### src/rtl/core/msrt_pkg.sv
package msrt_pkg;

    localparam int MAX_ITEMS = 64;
    localparam int DATA_W    = 32;
    localparam int CNT_W     = $clog2(MAX_ITEMS + 1);
    localparam int PH_W      = $clog2(MAX_ITEMS);

    typedef struct packed {
        logic                     valid;
        logic signed [DATA_W-1:0] value;
    } entry_t;

    // Per-cell control. The top cell never acts as the lower cell of a pair.
    typedef struct packed {
        logic shift;
        logic lower;
        logic upper;
        logic desc;
    } cell_ctrl_t;

    // True when a must come out strictly before b in the chosen order.
    function automatic logic strict_before(
        input logic signed [DATA_W-1:0] a,
        input logic signed [DATA_W-1:0] b,
        input logic                     desc
    );
        logic result;
        if (desc)
        begin
            result = (a > b);
        end
        else
        begin
            result = (a < b);
        end
        return result;
    endfunction

endpackage

### src/rtl/core/msrt_cell.sv
module msrt_cell
    import msrt_pkg::*;
(
    input  logic       clk,
    input  logic       rst_n,
    input  cell_ctrl_t ctrl,
    input  entry_t     prev_entry,
    input  entry_t     next_entry,
    input  logic       swap_in,
    output logic       swap_out,
    output entry_t     entry
);

    logic                     valid_reg;
    logic                     valid_next;
    logic signed [DATA_W-1:0] value_reg;
    logic signed [DATA_W-1:0] value_next;

    // The higher cell of a pair holds the entry that leaves first. A valid
    // entry always moves above an empty one; equal values never trade places,
    // so earlier arrivals stay above later ones.
    always_comb
    begin
        swap_out = 1'b0;
        if (ctrl.lower && valid_reg)
        begin
            swap_out = !next_entry.valid ||
                       strict_before(value_reg, next_entry.value, ctrl.desc);
        end
    end

    always_comb
    begin
        valid_next = valid_reg;
        value_next = value_reg;
        priority if (ctrl.shift)
        begin
            valid_next = prev_entry.valid;
            value_next = prev_entry.value;
        end
        else if (swap_out)
        begin
            valid_next = next_entry.valid;
            value_next = next_entry.value;
        end
        else if (ctrl.upper && swap_in)
        begin
            valid_next = prev_entry.valid;
            value_next = prev_entry.value;
        end
        else
        begin
            valid_next = valid_reg;
            value_next = value_reg;
        end
    end

    always_ff @(posedge clk or negedge rst_n)
    begin
        if (!rst_n)
        begin
            valid_reg <= 1'b0;
        end
        else
        begin
            valid_reg <= valid_next;
        end
    end

    always_ff @(posedge clk)
    begin
        value_reg <= value_next;
    end

    assign entry.valid = valid_reg;
    assign entry.value = value_reg;

endmodule

### config.mk
export PLATFORM = sky130hd
export DESIGN_NAME = msrt_cell
export DESIGN_NICKNAME = d
export VERILOG_FILES = /design/src/rtl/core/msrt_pkg.sv /design/src/rtl/core/msrt_cell.sv
export SDC_FILE = /design/constraint.sdc
export NUM_CORES = 1
export LEC_CHECK = 0
export BUFFER_PORTS_ARGS = -buffer_cell sky130_fd_sc_hd__buf_2
export CAP_MARGIN = 10
export CORE_MARGIN = 3
export CORE_UTILIZATION = 37
export CTS_CLUSTER_DIAMETER = 100
export DETAILED_ROUTE_END_ITERATION = 10
export SYNTH_ARGS = -nofsm -noshare
export SYNTH_HDL_FRONTEND = slang
export SYNTH_SLANG_ARGS = --single-unit
### constraint.sdc
create_clock -name clk -period 5.4 [get_ports clk]
set_input_delay 0.81 -clock clk [delete_from_list [all_inputs] [get_ports clk]]
set_output_delay 0.81 -clock clk [all_outputs]
set_load 0.05 [all_outputs]
==> metrics.csv, run 1 <==
stage,metric,value,unit
run_status,run status,"finished, final reports clean",
detailed_routing,final WL,5400,microns
clock_tree,post-CTS setup buffers,0,
global_routing,vias in the first global route,1914,
yosys,Syn. warnings,0,
clock_tree,Root Driver,clkbuf_8,
placed_design,Port Buffer Count,106,
detailed_routing,met2 wire len,2630,microns
detailed_routing,initial DRC count,52,
critical_path,CP bufs+invs,3,
sta,setup ws final,1470,ps
die,die width,87.4,microns
die,Die Y,87.4,microns
global_routing,initial antenna violation count,0,
power_and_ir_drop,Sw Ratio,36.3,%
critical_path,cell at the slowest stage of the critical path,a2111o_1,
detailed_routing,highest metal used,met4,
finish,Finished Cell Area,3140,sq um
sta,Final Hold Fails,0,
yosys,Unique masters post-synth,31,
critical_path,FF-to-FF path depth,9,
power_and_ir_drop,PwrDens,258,nW/um^2
power_and_ir_drop,clock share of power,21.5,%
yosys,sequential-to-total area share from yosys stat,40.2,%
yosys,top cell type's share of synthesized area,39.2,%
die,num rows,29,
yosys,Syn Nets,302,
power_and_ir_drop,VDD IR-drop max,0.145,mV
power_and_ir_drop,Tot Pwr,0.807,mW
yosys,cells after synthesis,197,
yosys,Post-synth top cells,"inv_1, edfxtp_1, ha_1",
yosys,Post-synth EDFFs,32,
sta,relative slew slack,54.5,%
critical_path,kind of cell adding the most delay to the critical path,compound AO/OA/AOI/OAI gates,
detailed_routing,# DRC,0,
finish,Finished Core Util,49.1,%
clock_tree,CTS Buf Count,5,
sta,fin crit share,72.7,%
placed_design,placed insts,379,
power_and_ir_drop,logic gate share of total power,37.3,%
clock_tree,CTS tree,done,
placed_design,Setup WS pre-CTS,1200,ps
sta,Setup-failing EPs final,0,
die,core area,6390,sq um
detailed_routing,met3 wire len,454,microns
sta,Max Clk Rate,255,MHz
finish,Largest register FFs,32,
yosys,top_reg_cell synth,edfxtp_1,
sta,min Tclk post-route,3930,ps
clock_tree,clk buf depth,2,
sta,worst clock skew,8.70,ps
critical_path,"Arr. time, crit path",3120,ps
finish,share of cells above drive strength 1,49.5,%
placed_design,placed cell areas,3060,sq um
detailed_routing,Routed WL per cell,14.0,microns
sta,Hold WS,283,ps
critical_path,Worst R2R End,value_reg[4],
finish,Total Nets Final,414,
die,initial core utilization,38.4,%
detailed_routing,DR pass1 iterations,5,
critical_path,crit path cell chain,buf_2 -> inv_1 -> ha_1 -> a21oi_1 -> o21ai_1 -> a221o_1 -> a2111o_1 -> a2bb2oi_1 -> nor3_1 -> buf_2,
clock_tree,Clock Sink Count,33,
detailed_routing,vias per cell,4.82,
finish,P&R area growth vs syn,27.9,%
critical_path,Crit Path Max Fanout,3,
sta,Slew @ Worst Pin,682,ps
worst_hold_path,Hold WC Path Type,input pin to asynchronous set/reset pin,
finish,Fill cells,607,
critical_path,required time of the critical path,4590,ps
power_and_ir_drop,Switch Pwr,0.293,mW
global_routing,global-route wire length before repair,8290,microns
clock_tree,Post-CTS Hold Fix Bufs,0,
yosys,largest area contributor in the netlist,edfxtp_1,
yosys,netlist area before placement,2450,sq um
clock_tree,"Reg clk slew, reported paths",70,ps
yosys,"count leader, synth",inv_1,
critical_path,Worst path max stage delay,460,ps
critical_path,worst setup path class,input pin to primary output,
yosys,Yosys reg bits,33,
global_routing,gr ovfl total,0,
sta,RSZ-0062 raised after global routing,no,
clock_tree,clk_lat worst skew,280,ps
yosys,"top cells by area, synth","edfxtp_1, mux2_4, ha_1, inv_1, a21oi_1",
critical_path,type of origin of the critical path,input pin,
die,Die Area,7640,sq um
critical_path,FF-to-FF setup slack,1740,ps
finish,Diodes inserted,0,
placed_design,hpwl dp,4450,microns
global_routing,total track usage,14.0,%
power_and_ir_drop,sequential share of power,41.2,%
clock_tree,CTS resizes,0,
detailed_routing,Via Count,1862,
yosys,ys async rst share,3.03,%
job,max_cap viols,0,
sta,Pins Over Slew Limit,0,
global_routing,largest net degree at the start of global routing,19,
critical_path,r2r startpoint,value_reg[31],
sta,Fin Setup TNS,0,ps
yosys,Mapped Avg Cell Area,12.4,sq um
critical_path,"most used cell, CP",buf_2,
clock_tree,H-tree depth,2,
power_and_ir_drop,Power Internal,0.514,mW
placed_design,GP Congestion,0.782,
detailed_routing,Post-DRT Antenna Nets,0,
power_and_ir_drop,Lkg Pwr,1.59,nW
detailed_routing,wl on met1,2250,microns
die,IO Count,107,
finish,fin cells,386,
critical_path,Crit. End Element,primary output,
routing by layer:
metal | up-vias | global-route usage, %
met2 | 73 | 24.8
met4 | 0 | 3.35
met5 | - | 0
li1 | 949 | -
met1 | 833 | 16.2
met3 | 7 | 4.73
area by class of cell:
type / instances / area [sq um] / area share, %
Clock buffer: 6 / 72.6 / 2.31
Timing Repair Buffer: 109 / 553 / 17.6
Tap cell: 77 / 96.3 / 3.07
Clock inverter: 1 / 3.75 / 0.120
Inverter: 33 / 124 / 3.95
Multi-Input combinational cell: 127 / 1300 / 41.5
Sequential cell: 33 / 986 / 31.4
power groups by stage:
stage               clock network, mW  registers, mW  logic (mW)
floorplan                           0          0.429       0.129
global placement                    0          0.338       0.301
detailed placement                  0          0.338       0.304
CTS                             0.178          0.333       0.305
global route                    0.192          0.336       0.327
finish                          0.174          0.333       0.301
cell usage in the layout (no fill, tap or decap), types with 2 or more instances in the layout:
| master | n |
|---|---|
| ha_1 | 32 |
| or4_4 | 2 |
| mux2_2 | 3 |
| edfxtp_1 | 32 |
| mux2_4 | 30 |
| nand2_1 | 7 |
| a21oi_1 | 12 |
| clkbuf_8 | 5 |
| nand3_1 | 4 |
| nor2b_1 | 2 |
| nor3_1 | 2 |
| buf_2 | 106 |
| buf_4 | 3 |
| inv_1 | 33 |
| nand4_1 | 8 |
| nand3b_1 | 2 |
| a21o_1 | 5 |
| nor2_1 | 5 |
how the worst max path moves through the flow:
stage / slack, ps / end / from / depth (start not counted)
final: 1470 / swap_out / next_entry[19] / 10
after global placement: 1260 / value_reg[7] / next_entry[13] / 11
after global routing: 1320 / swap_out / next_entry[19] / 10
after detailed placement: 1200 / value_reg[6] / next_entry[31] / 11
after CTS: 1460 / swap_out / next_entry[19] / 10
after floorplan: 650 / value_reg[0] / next_entry[19] / 9
kinds of logic after synthesis:
logic type	synth area share (%)
DFF	40.2
AOI/OAI and AO/OA	8.58
adders and majority gates	16.3
and+or+nand+nor	8.37
muxes	19.8
buffers and inverters	6.74
No activity file was read; power rests on OpenSTA's default activity.
==> run 2, diff against run 1 <==
==> constraint.sdc (replaced) <==
create_clock -name clk -period 4 [get_ports clk]
set_input_delay 0.6 -clock clk [delete_from_list [all_inputs] [get_ports clk]]
set_output_delay 0.6 -clock clk [all_outputs]
set_load 0.05 [all_outputs]
==> run 2 against run 1 <==
Sequential cell count unchanged. Combinational power increased by 36%. Core utilization increased by 0.29 points. Clock-buffer cell count unchanged. Via count increased by 2.0%. Final cell count increased by 0.52%. Total power increased by 37%. Sequential power increased by 35%. Worst setup slack got worse by 970 ps. Sequential share of layout area decreased by 0.19 points. Critical path type unchanged. Largest power group unchanged.
==> metrics.csv, run 2 (synthesis gave the netlist of run 1 again) <==
stage,metric,value,unit,change
sta,relative slew slack,69.0,%,+14 points
finish,Total Nets Final,415,,+0.24%
finish,Fill cells,620,,+2.1%
sta,Final Hold Fails,0,,unchanged
clock_tree,CTS Buf Count,5,,unchanged
critical_path,"most used cell, CP",buf_2,,
clock_tree,CTS resizes,0,,unchanged
global_routing,total track usage,14.4,%,+0.41 points
detailed_routing,DR pass1 iterations,4,,-1
die,core area,6390,sq um,unchanged
critical_path,Crit Path Max Fanout,4,,+1
critical_path,worst setup path class,input pin to primary output,,
detailed_routing,Routed WL per cell,13.7,microns,-1.7%
power_and_ir_drop,PwrDens,349,nW/um^2,+36%
die,initial core utilization,38.4,%,unchanged
critical_path,FF-to-FF setup slack,680,ps,-1060 ps
detailed_routing,initial DRC count,68,,+31%
sta,Pins Over Slew Limit,0,,unchanged
sta,Max Clk Rate,286,MHz,
die,die width,87.4,microns,unchanged
critical_path,CP bufs+invs,3,,unchanged
sta,setup ws final,503,ps,-968 ps
placed_design,hpwl dp,4330,microns,-2.8%
critical_path,Worst R2R End,value_reg[14],,
clock_tree,H-tree depth,2,,unchanged
placed_design,GP Congestion,0.728,,-6.9%
clock_tree,"Reg clk slew, reported paths",70,ps,about the same
finish,most frequent cells in the layout,"buf_2, inv_1, ha_1, edfxtp_1, mux2_4",,
finish,Largest register FFs,32,,unchanged
sta,min Tclk post-route,3500,ps,
detailed_routing,# DRC,0,,unchanged
detailed_routing,Post-DRT Antenna Nets,0,,unchanged
critical_path,"Arr. time, crit path",2900,ps,-220 ps
run_status,run status,"finished, final reports clean",,
sta,Setup-failing EPs final,0,,unchanged
die,IO Count,107,,unchanged
die,num rows,29,,unchanged
finish,Register Area,986,sq um,unchanged
critical_path,cell at the slowest stage of the critical path,or4_4,,
sta,Fin Setup TNS,0,ps,unchanged
global_routing,global-route wire length before repair,8590,microns,+3.6%
detailed_routing,Via Count,1900,,+2.0%
clock_tree,CTS tree,done,,
sta,Slew @ Worst Pin,464,ps,-218 ps
clock_tree,clk buf depth,2,,unchanged
clock_tree,Root Driver,clkbuf_8,,
global_routing,largest net degree at the start of global routing,19,,unchanged
critical_path,r2r startpoint,value_reg[15],,
global_routing,gr ovfl total,0,,unchanged
detailed_routing,final WL,5330,microns,-1.2%
critical_path,Worst path max stage delay,580,ps,+120 ps
power_and_ir_drop,Lkg Pwr,1.60,nW,+0.81%
sta,worst clock skew,6.62,ps,-2.07 ps
finish,share of cells above drive strength 1,50.8,%,+1.3 points
critical_path,type of origin of the critical path,input pin,,
die,Die Area,7640,sq um,unchanged
finish,footprint of the multi-input gates,1310,sq um,+0.38%
power_and_ir_drop,VDD IR-drop max,0.150,mV,+3.7%
finish,Diodes inserted,0,,unchanged
critical_path,required time of the critical path,3400,ps,-1190 ps
placed_design,Setup WS pre-CTS,367,ps,-837 ps
global_routing,initial antenna violation count,0,,unchanged
worst_hold_path,Hold WC Path Type,input pin to asynchronous set/reset pin,,
sta,RSZ-0062 raised after global routing,no,,
global_routing,vias in the first global route,1882,,-1.7%
clock_tree,Clock Sink Count,33,,unchanged
die,Die Y,87.4,microns,unchanged
critical_path,FF-to-FF path depth,9,,unchanged
placed_design,Port Buffer Count,106,,unchanged
sta,fin crit share,87.4,%,
critical_path,Crit. End Element,primary output,,
finish,"most common cell after layout, fill and taps aside",buf_2,,
clock_tree,clk_lat worst skew,280,ps,about the same
detailed_routing,vias per cell,4.90,,+1.5%
critical_path,kind of cell adding the most delay to the critical path,simple AND/OR/NAND/NOR gates,,
clock_tree,Post-CTS Hold Fix Bufs,0,,unchanged
finish,P&R area growth vs syn,28.7,%,
clock_tree,post-CTS setup buffers,0,,unchanged
job,max_cap viols,0,,unchanged
critical_path,crit path cell chain,buf_2 -> inv_1 -> ha_1 -> nand4_1 -> or4_4 -> a21o_1 -> a31oi_2 -> a2bb2oi_1 -> nor3_2 -> buf_2,,
-- run 2: routing by layer --
metal / share of wire [%] / global-route usage (%)
met4: 0.47 / 3.77
met5: 0 / 0
met2: 47 / 23.8
met3: 9.7 / 4.64
met1: 42 / 18.1
-- run 2: where the power goes --
part | switching [mW] | internal [mW]
sequential | 0.0205 | 0.427
clock | 0.125 | 0.121
combinational | 0.258 | 0.151
-- run 2: how the worst max path moves through the flow --
stage / end / slack [ps] / start / cells past startpoint
4_1_cts: swap_out / 490 / next_entry[15] / 10
3_3_place_gp: value_reg[11] / 360 / next_entry[15] / 11
3_5_place_dp: value_reg[13] / 370 / next_entry[15] / 11
6_report: swap_out / 500 / next_entry[15] / 10
2_1_floorplan: value_reg[0] / 120 / value_reg[19] / 8
5_1_grt: swap_out / 350 / next_entry[13] / 10
-- run 2: final cells by class --
cell class	instances	area share, %
flip-flops and latches	33	31.3
clock buffers	6	2.30
inverters	33	3.93
repair buffers	110	17.8
clock inverters	2	0.317
multi-input cells	127	41.4
well taps	77	3.05
-- run 2: through the flow --
stage	cells	area [sq um]	power (mW)	utilization [%]	hold slack [ps]
6_report	388	3150	1.10	49.4	75.6
5_1_grt	388	3150	1.17	49.4	60.1
4_1_cts	388	3150	1.12	49.4	60.2
3_5_place_dp	380	3070	0.868	48.1	376
3_3_place_gp	380	3070	0.866	48.1	376
2_1_floorplan	197	2460	0.754	-	304
-- run 2: worst reg2reg max path, delay by kind of cell, from the launching register on --
family / cells / cell delay, ps
and+or+nand+nor: 4 / 1340
adders and majority gates: 1 / 320
DFF: 1 / 410
AOI/OAI and AO/OA: 3 / 770
buffers and inverters: 1 / 230
==> run 3, diff against run 2 <==
--- a/config.mk
+++ b/config.mk
@@ -8,7 +8,7 @@
 export BUFFER_PORTS_ARGS = -buffer_cell sky130_fd_sc_hd__buf_2
 export CAP_MARGIN = 10
 export CORE_MARGIN = 3
-export CORE_UTILIZATION = 37
+export CORE_UTILIZATION = 31
 export CTS_CLUSTER_DIAMETER = 100
 export DETAILED_ROUTE_END_ITERATION = 10
 export SYNTH_ARGS = -nofsm -noshare
==> run 3 against run 2 <==
Non-clock buffer count did not move. Highest routed layer unchanged. Clock-buffer cell count did not move. Sequential share of layout area fell by 0.74 points. Critical path depth did not move. Clock skew rose by 1.1 ps. Clock power rose by 27%. Sequential power barely moved. Largest power group unchanged. Worst setup slack improved by 29 ps. Critical path type unchanged.
==> metrics.csv, run 3 (synthesis gave the netlist of run 1 again) <==
stage,metric,value,unit,change
run_status,run status,"finished, final reports clean",,
sta,Setup-failing EPs final,0,,unchanged
critical_path,Worst path max stage delay,460,ps,-120 ps
critical_path,Crit. End Element,primary output,,
die,core area,7450,sq um,+17%
die,num rows,31,,+6.9%
die,Die Y,94.9,microns,+8.6%
global_routing,gr ovfl total,0,,unchanged
critical_path,cell at the slowest stage of the critical path,a2111o_1,,
clock_tree,Post-CTS Hold Fix Bufs,0,,unchanged
clock_tree,CTS resizes,0,,unchanged
sta,Max Clk Rate,288,MHz,+0.84%
global_routing,total track usage,12.7,%,-1.7 points
clock_tree,CTS tree,done,,
sta,Fin Setup TNS,0,ps,unchanged
clock_tree,Root Driver,clkbuf_8,,
die,die width,94.9,microns,+8.6%
finish,Fill cells,742,,+20%
finish,Diodes inserted,0,,unchanged
global_routing,largest net degree at the start of global routing,17,,-2
critical_path,type of origin of the critical path,input pin,,
critical_path,required time of the critical path,3400,ps,about the same
clock_tree,CTS Buf Count,5,,unchanged
clock_tree,post-CTS setup buffers,0,,unchanged
sta,fin crit share,86.7,%,-0.73 points
sta,relative slew slack,68.0,%,-0.96 points
power_and_ir_drop,PwrDens,363,nW/um^2,+3.9%
detailed_routing,initial DRC count,21,,-69%
clock_tree,Clock Sink Count,33,,unchanged
sta,Pins Over Slew Limit,0,,unchanged
critical_path,"most used cell, CP",buf_2,,
sta,min Tclk post-route,3470,ps,-29.0 ps
sta,Slew @ Worst Pin,478,ps,+14.3 ps
finish,"most common cell after layout, fill and taps aside",buf_2,,
sta,RSZ-0062 raised after global routing,no,,
die,Die Area,9010,sq um,+18%
finish,Finished Core Util,43.4,%,-6.0 points
detailed_routing,vias per cell,4.59,,-6.3%
global_routing,initial antenna violation count,0,,unchanged
finish,Finished Cell Area,3230,sq um,+2.4%
clock_tree,"Reg clk slew, reported paths",70,ps,about the same
global_routing,vias in the first global route,1965,,+4.4%
critical_path,worst setup path class,input pin to primary output,,
detailed_routing,Via Count,1882,,-0.95%
sta,Final Hold Fails,0,,unchanged
detailed_routing,Routed WL per cell,13.6,microns,-1.2%
detailed_routing,# DRC,0,,unchanged
global_routing,global-route wire length before repair,8860,microns,+3.1%
clock_tree,clk buf depth,2,,unchanged
clock_tree,H-tree depth,2,,unchanged
job,max_cap viols,0,,unchanged
placed_design,placed cell areas,3120,sq um,+1.7%
placed_design,GP Congestion,0.738,,+1.3%
sta,worst clock skew,7.76,ps,+1.14 ps
critical_path,"Arr. time, crit path",2870,ps,-30 ps
detailed_routing,final WL,5570,microns,+4.4%
critical_path,Crit Path Max Fanout,3,,-1
detailed_routing,DR pass1 iterations,3,,-1
die,initial core utilization,32.9,%,-5.5 points
finish,share of cells above drive strength 1,50.5,%,-0.32 points
finish,Largest register FFs,32,,unchanged
placed_design,hpwl dp,4630,microns,+6.9%
finish,Total Nets Final,415,,unchanged
die,IO Count,107,,unchanged
power_and_ir_drop,Lkg Pwr,1.62,nW,+0.87%
placed_design,Port Buffer Count,106,,unchanged
detailed_routing,Post-DRT Antenna Nets,0,,unchanged
critical_path,crit path cell chain,buf_2 -> inv_1 -> ha_1 -> a21oi_1 -> o21ai_1 -> a221o_1 -> a2111o_1 -> a2bb2oi_1 -> nor3_2 -> buf_2,,
clock_tree,clk_lat worst skew,280,ps,about the same
power_and_ir_drop,VDD IR-drop max,0.177,mV,+18%
worst_hold_path,Hold WC Path Type,input pin to asynchronous set/reset pin,,
finish,P&R area growth vs syn,31.8,%,
finish,most frequent cells in the layout,"buf_2, inv_1, ha_1, edfxtp_1, mux2_4",,
==> run 3: cell types whose count changed in the layout (fill, tap and decap cells not counted), sizes merged <==
cell and change:
bufinv +1, clkinv -1
==> run 3: layout make-up <==
class	instances	area, sq um	area share, %
Inverter	33	124	3.83
Multi-Input combinational cell	127	1310	40.4
Clock inverter	2	33.8	1.05
Clock buffer	6	72.6	2.25
Sequential cell	33	986	30.5
Timing Repair Buffer	110	586	18.1
Tap cell	99	124	3.83
==> run 3: routing by layer <==
layer,vias up,track usage (%),wire length (microns)
met3,4,3.82,432
met4,0,3.61,45
met1,860,14.7,2340
li1,954,-,-
met5,-,0,0
met2,64,22.5,2750
==> run 3: critical path: cells and delay by family <==
kind / cells / cell delay (ps)
AO/OA/AOI/OAI: 5 / 1290
buffers and inverters: 3 / 430
adder cells (fa/ha/maj): 1 / 320
AND/OR/NAND/NOR: 1 / 240
==> run 3: final timing paths <==
| check | slack (ps) | cells after the start | start | endpoint |
|---|---|---|---|---|
| setup reg to reg | 710 | 9 | value_reg[13] | value_reg[13] |
| hold reg to reg | 800 | 4 | valid_reg | valid_reg |
| min in group clk | 570 | 2 | prev_entry[32] | valid_reg |
| max in group asynchronous | 3840 | 1 | rst_n | valid_reg |
| hold / removal | 80 | 1 | rst_n | valid_reg |
| setup / recovery | 530 | 10 | next_entry[19] | swap_out |
==> run 3: through the flow <==
| step | cells | setup slack (ps) | hold slack (ps) | power, mW |
|---|---|---|---|---|
| after detailed placement | 402 | 387 | 375 | 0.874 |
| after CTS | 410 | 512 | 64.9 | 1.19 |
| after global routing | 410 | 376 | 66.3 | 1.24 |
| after global placement | 402 | 430 | 376 | 0.871 |
| after floorplan | 197 | 117 | 304 | 0.754 |
| final | 410 | 532 | 76.1 | 1.17 |
==> run 3: where the power goes <==
group          leakage (nW)  internal, mW  switching (mW)
combinational          1.23         0.154           0.259
clock                0.0528         0.184           0.128
sequential            0.335         0.427          0.0209
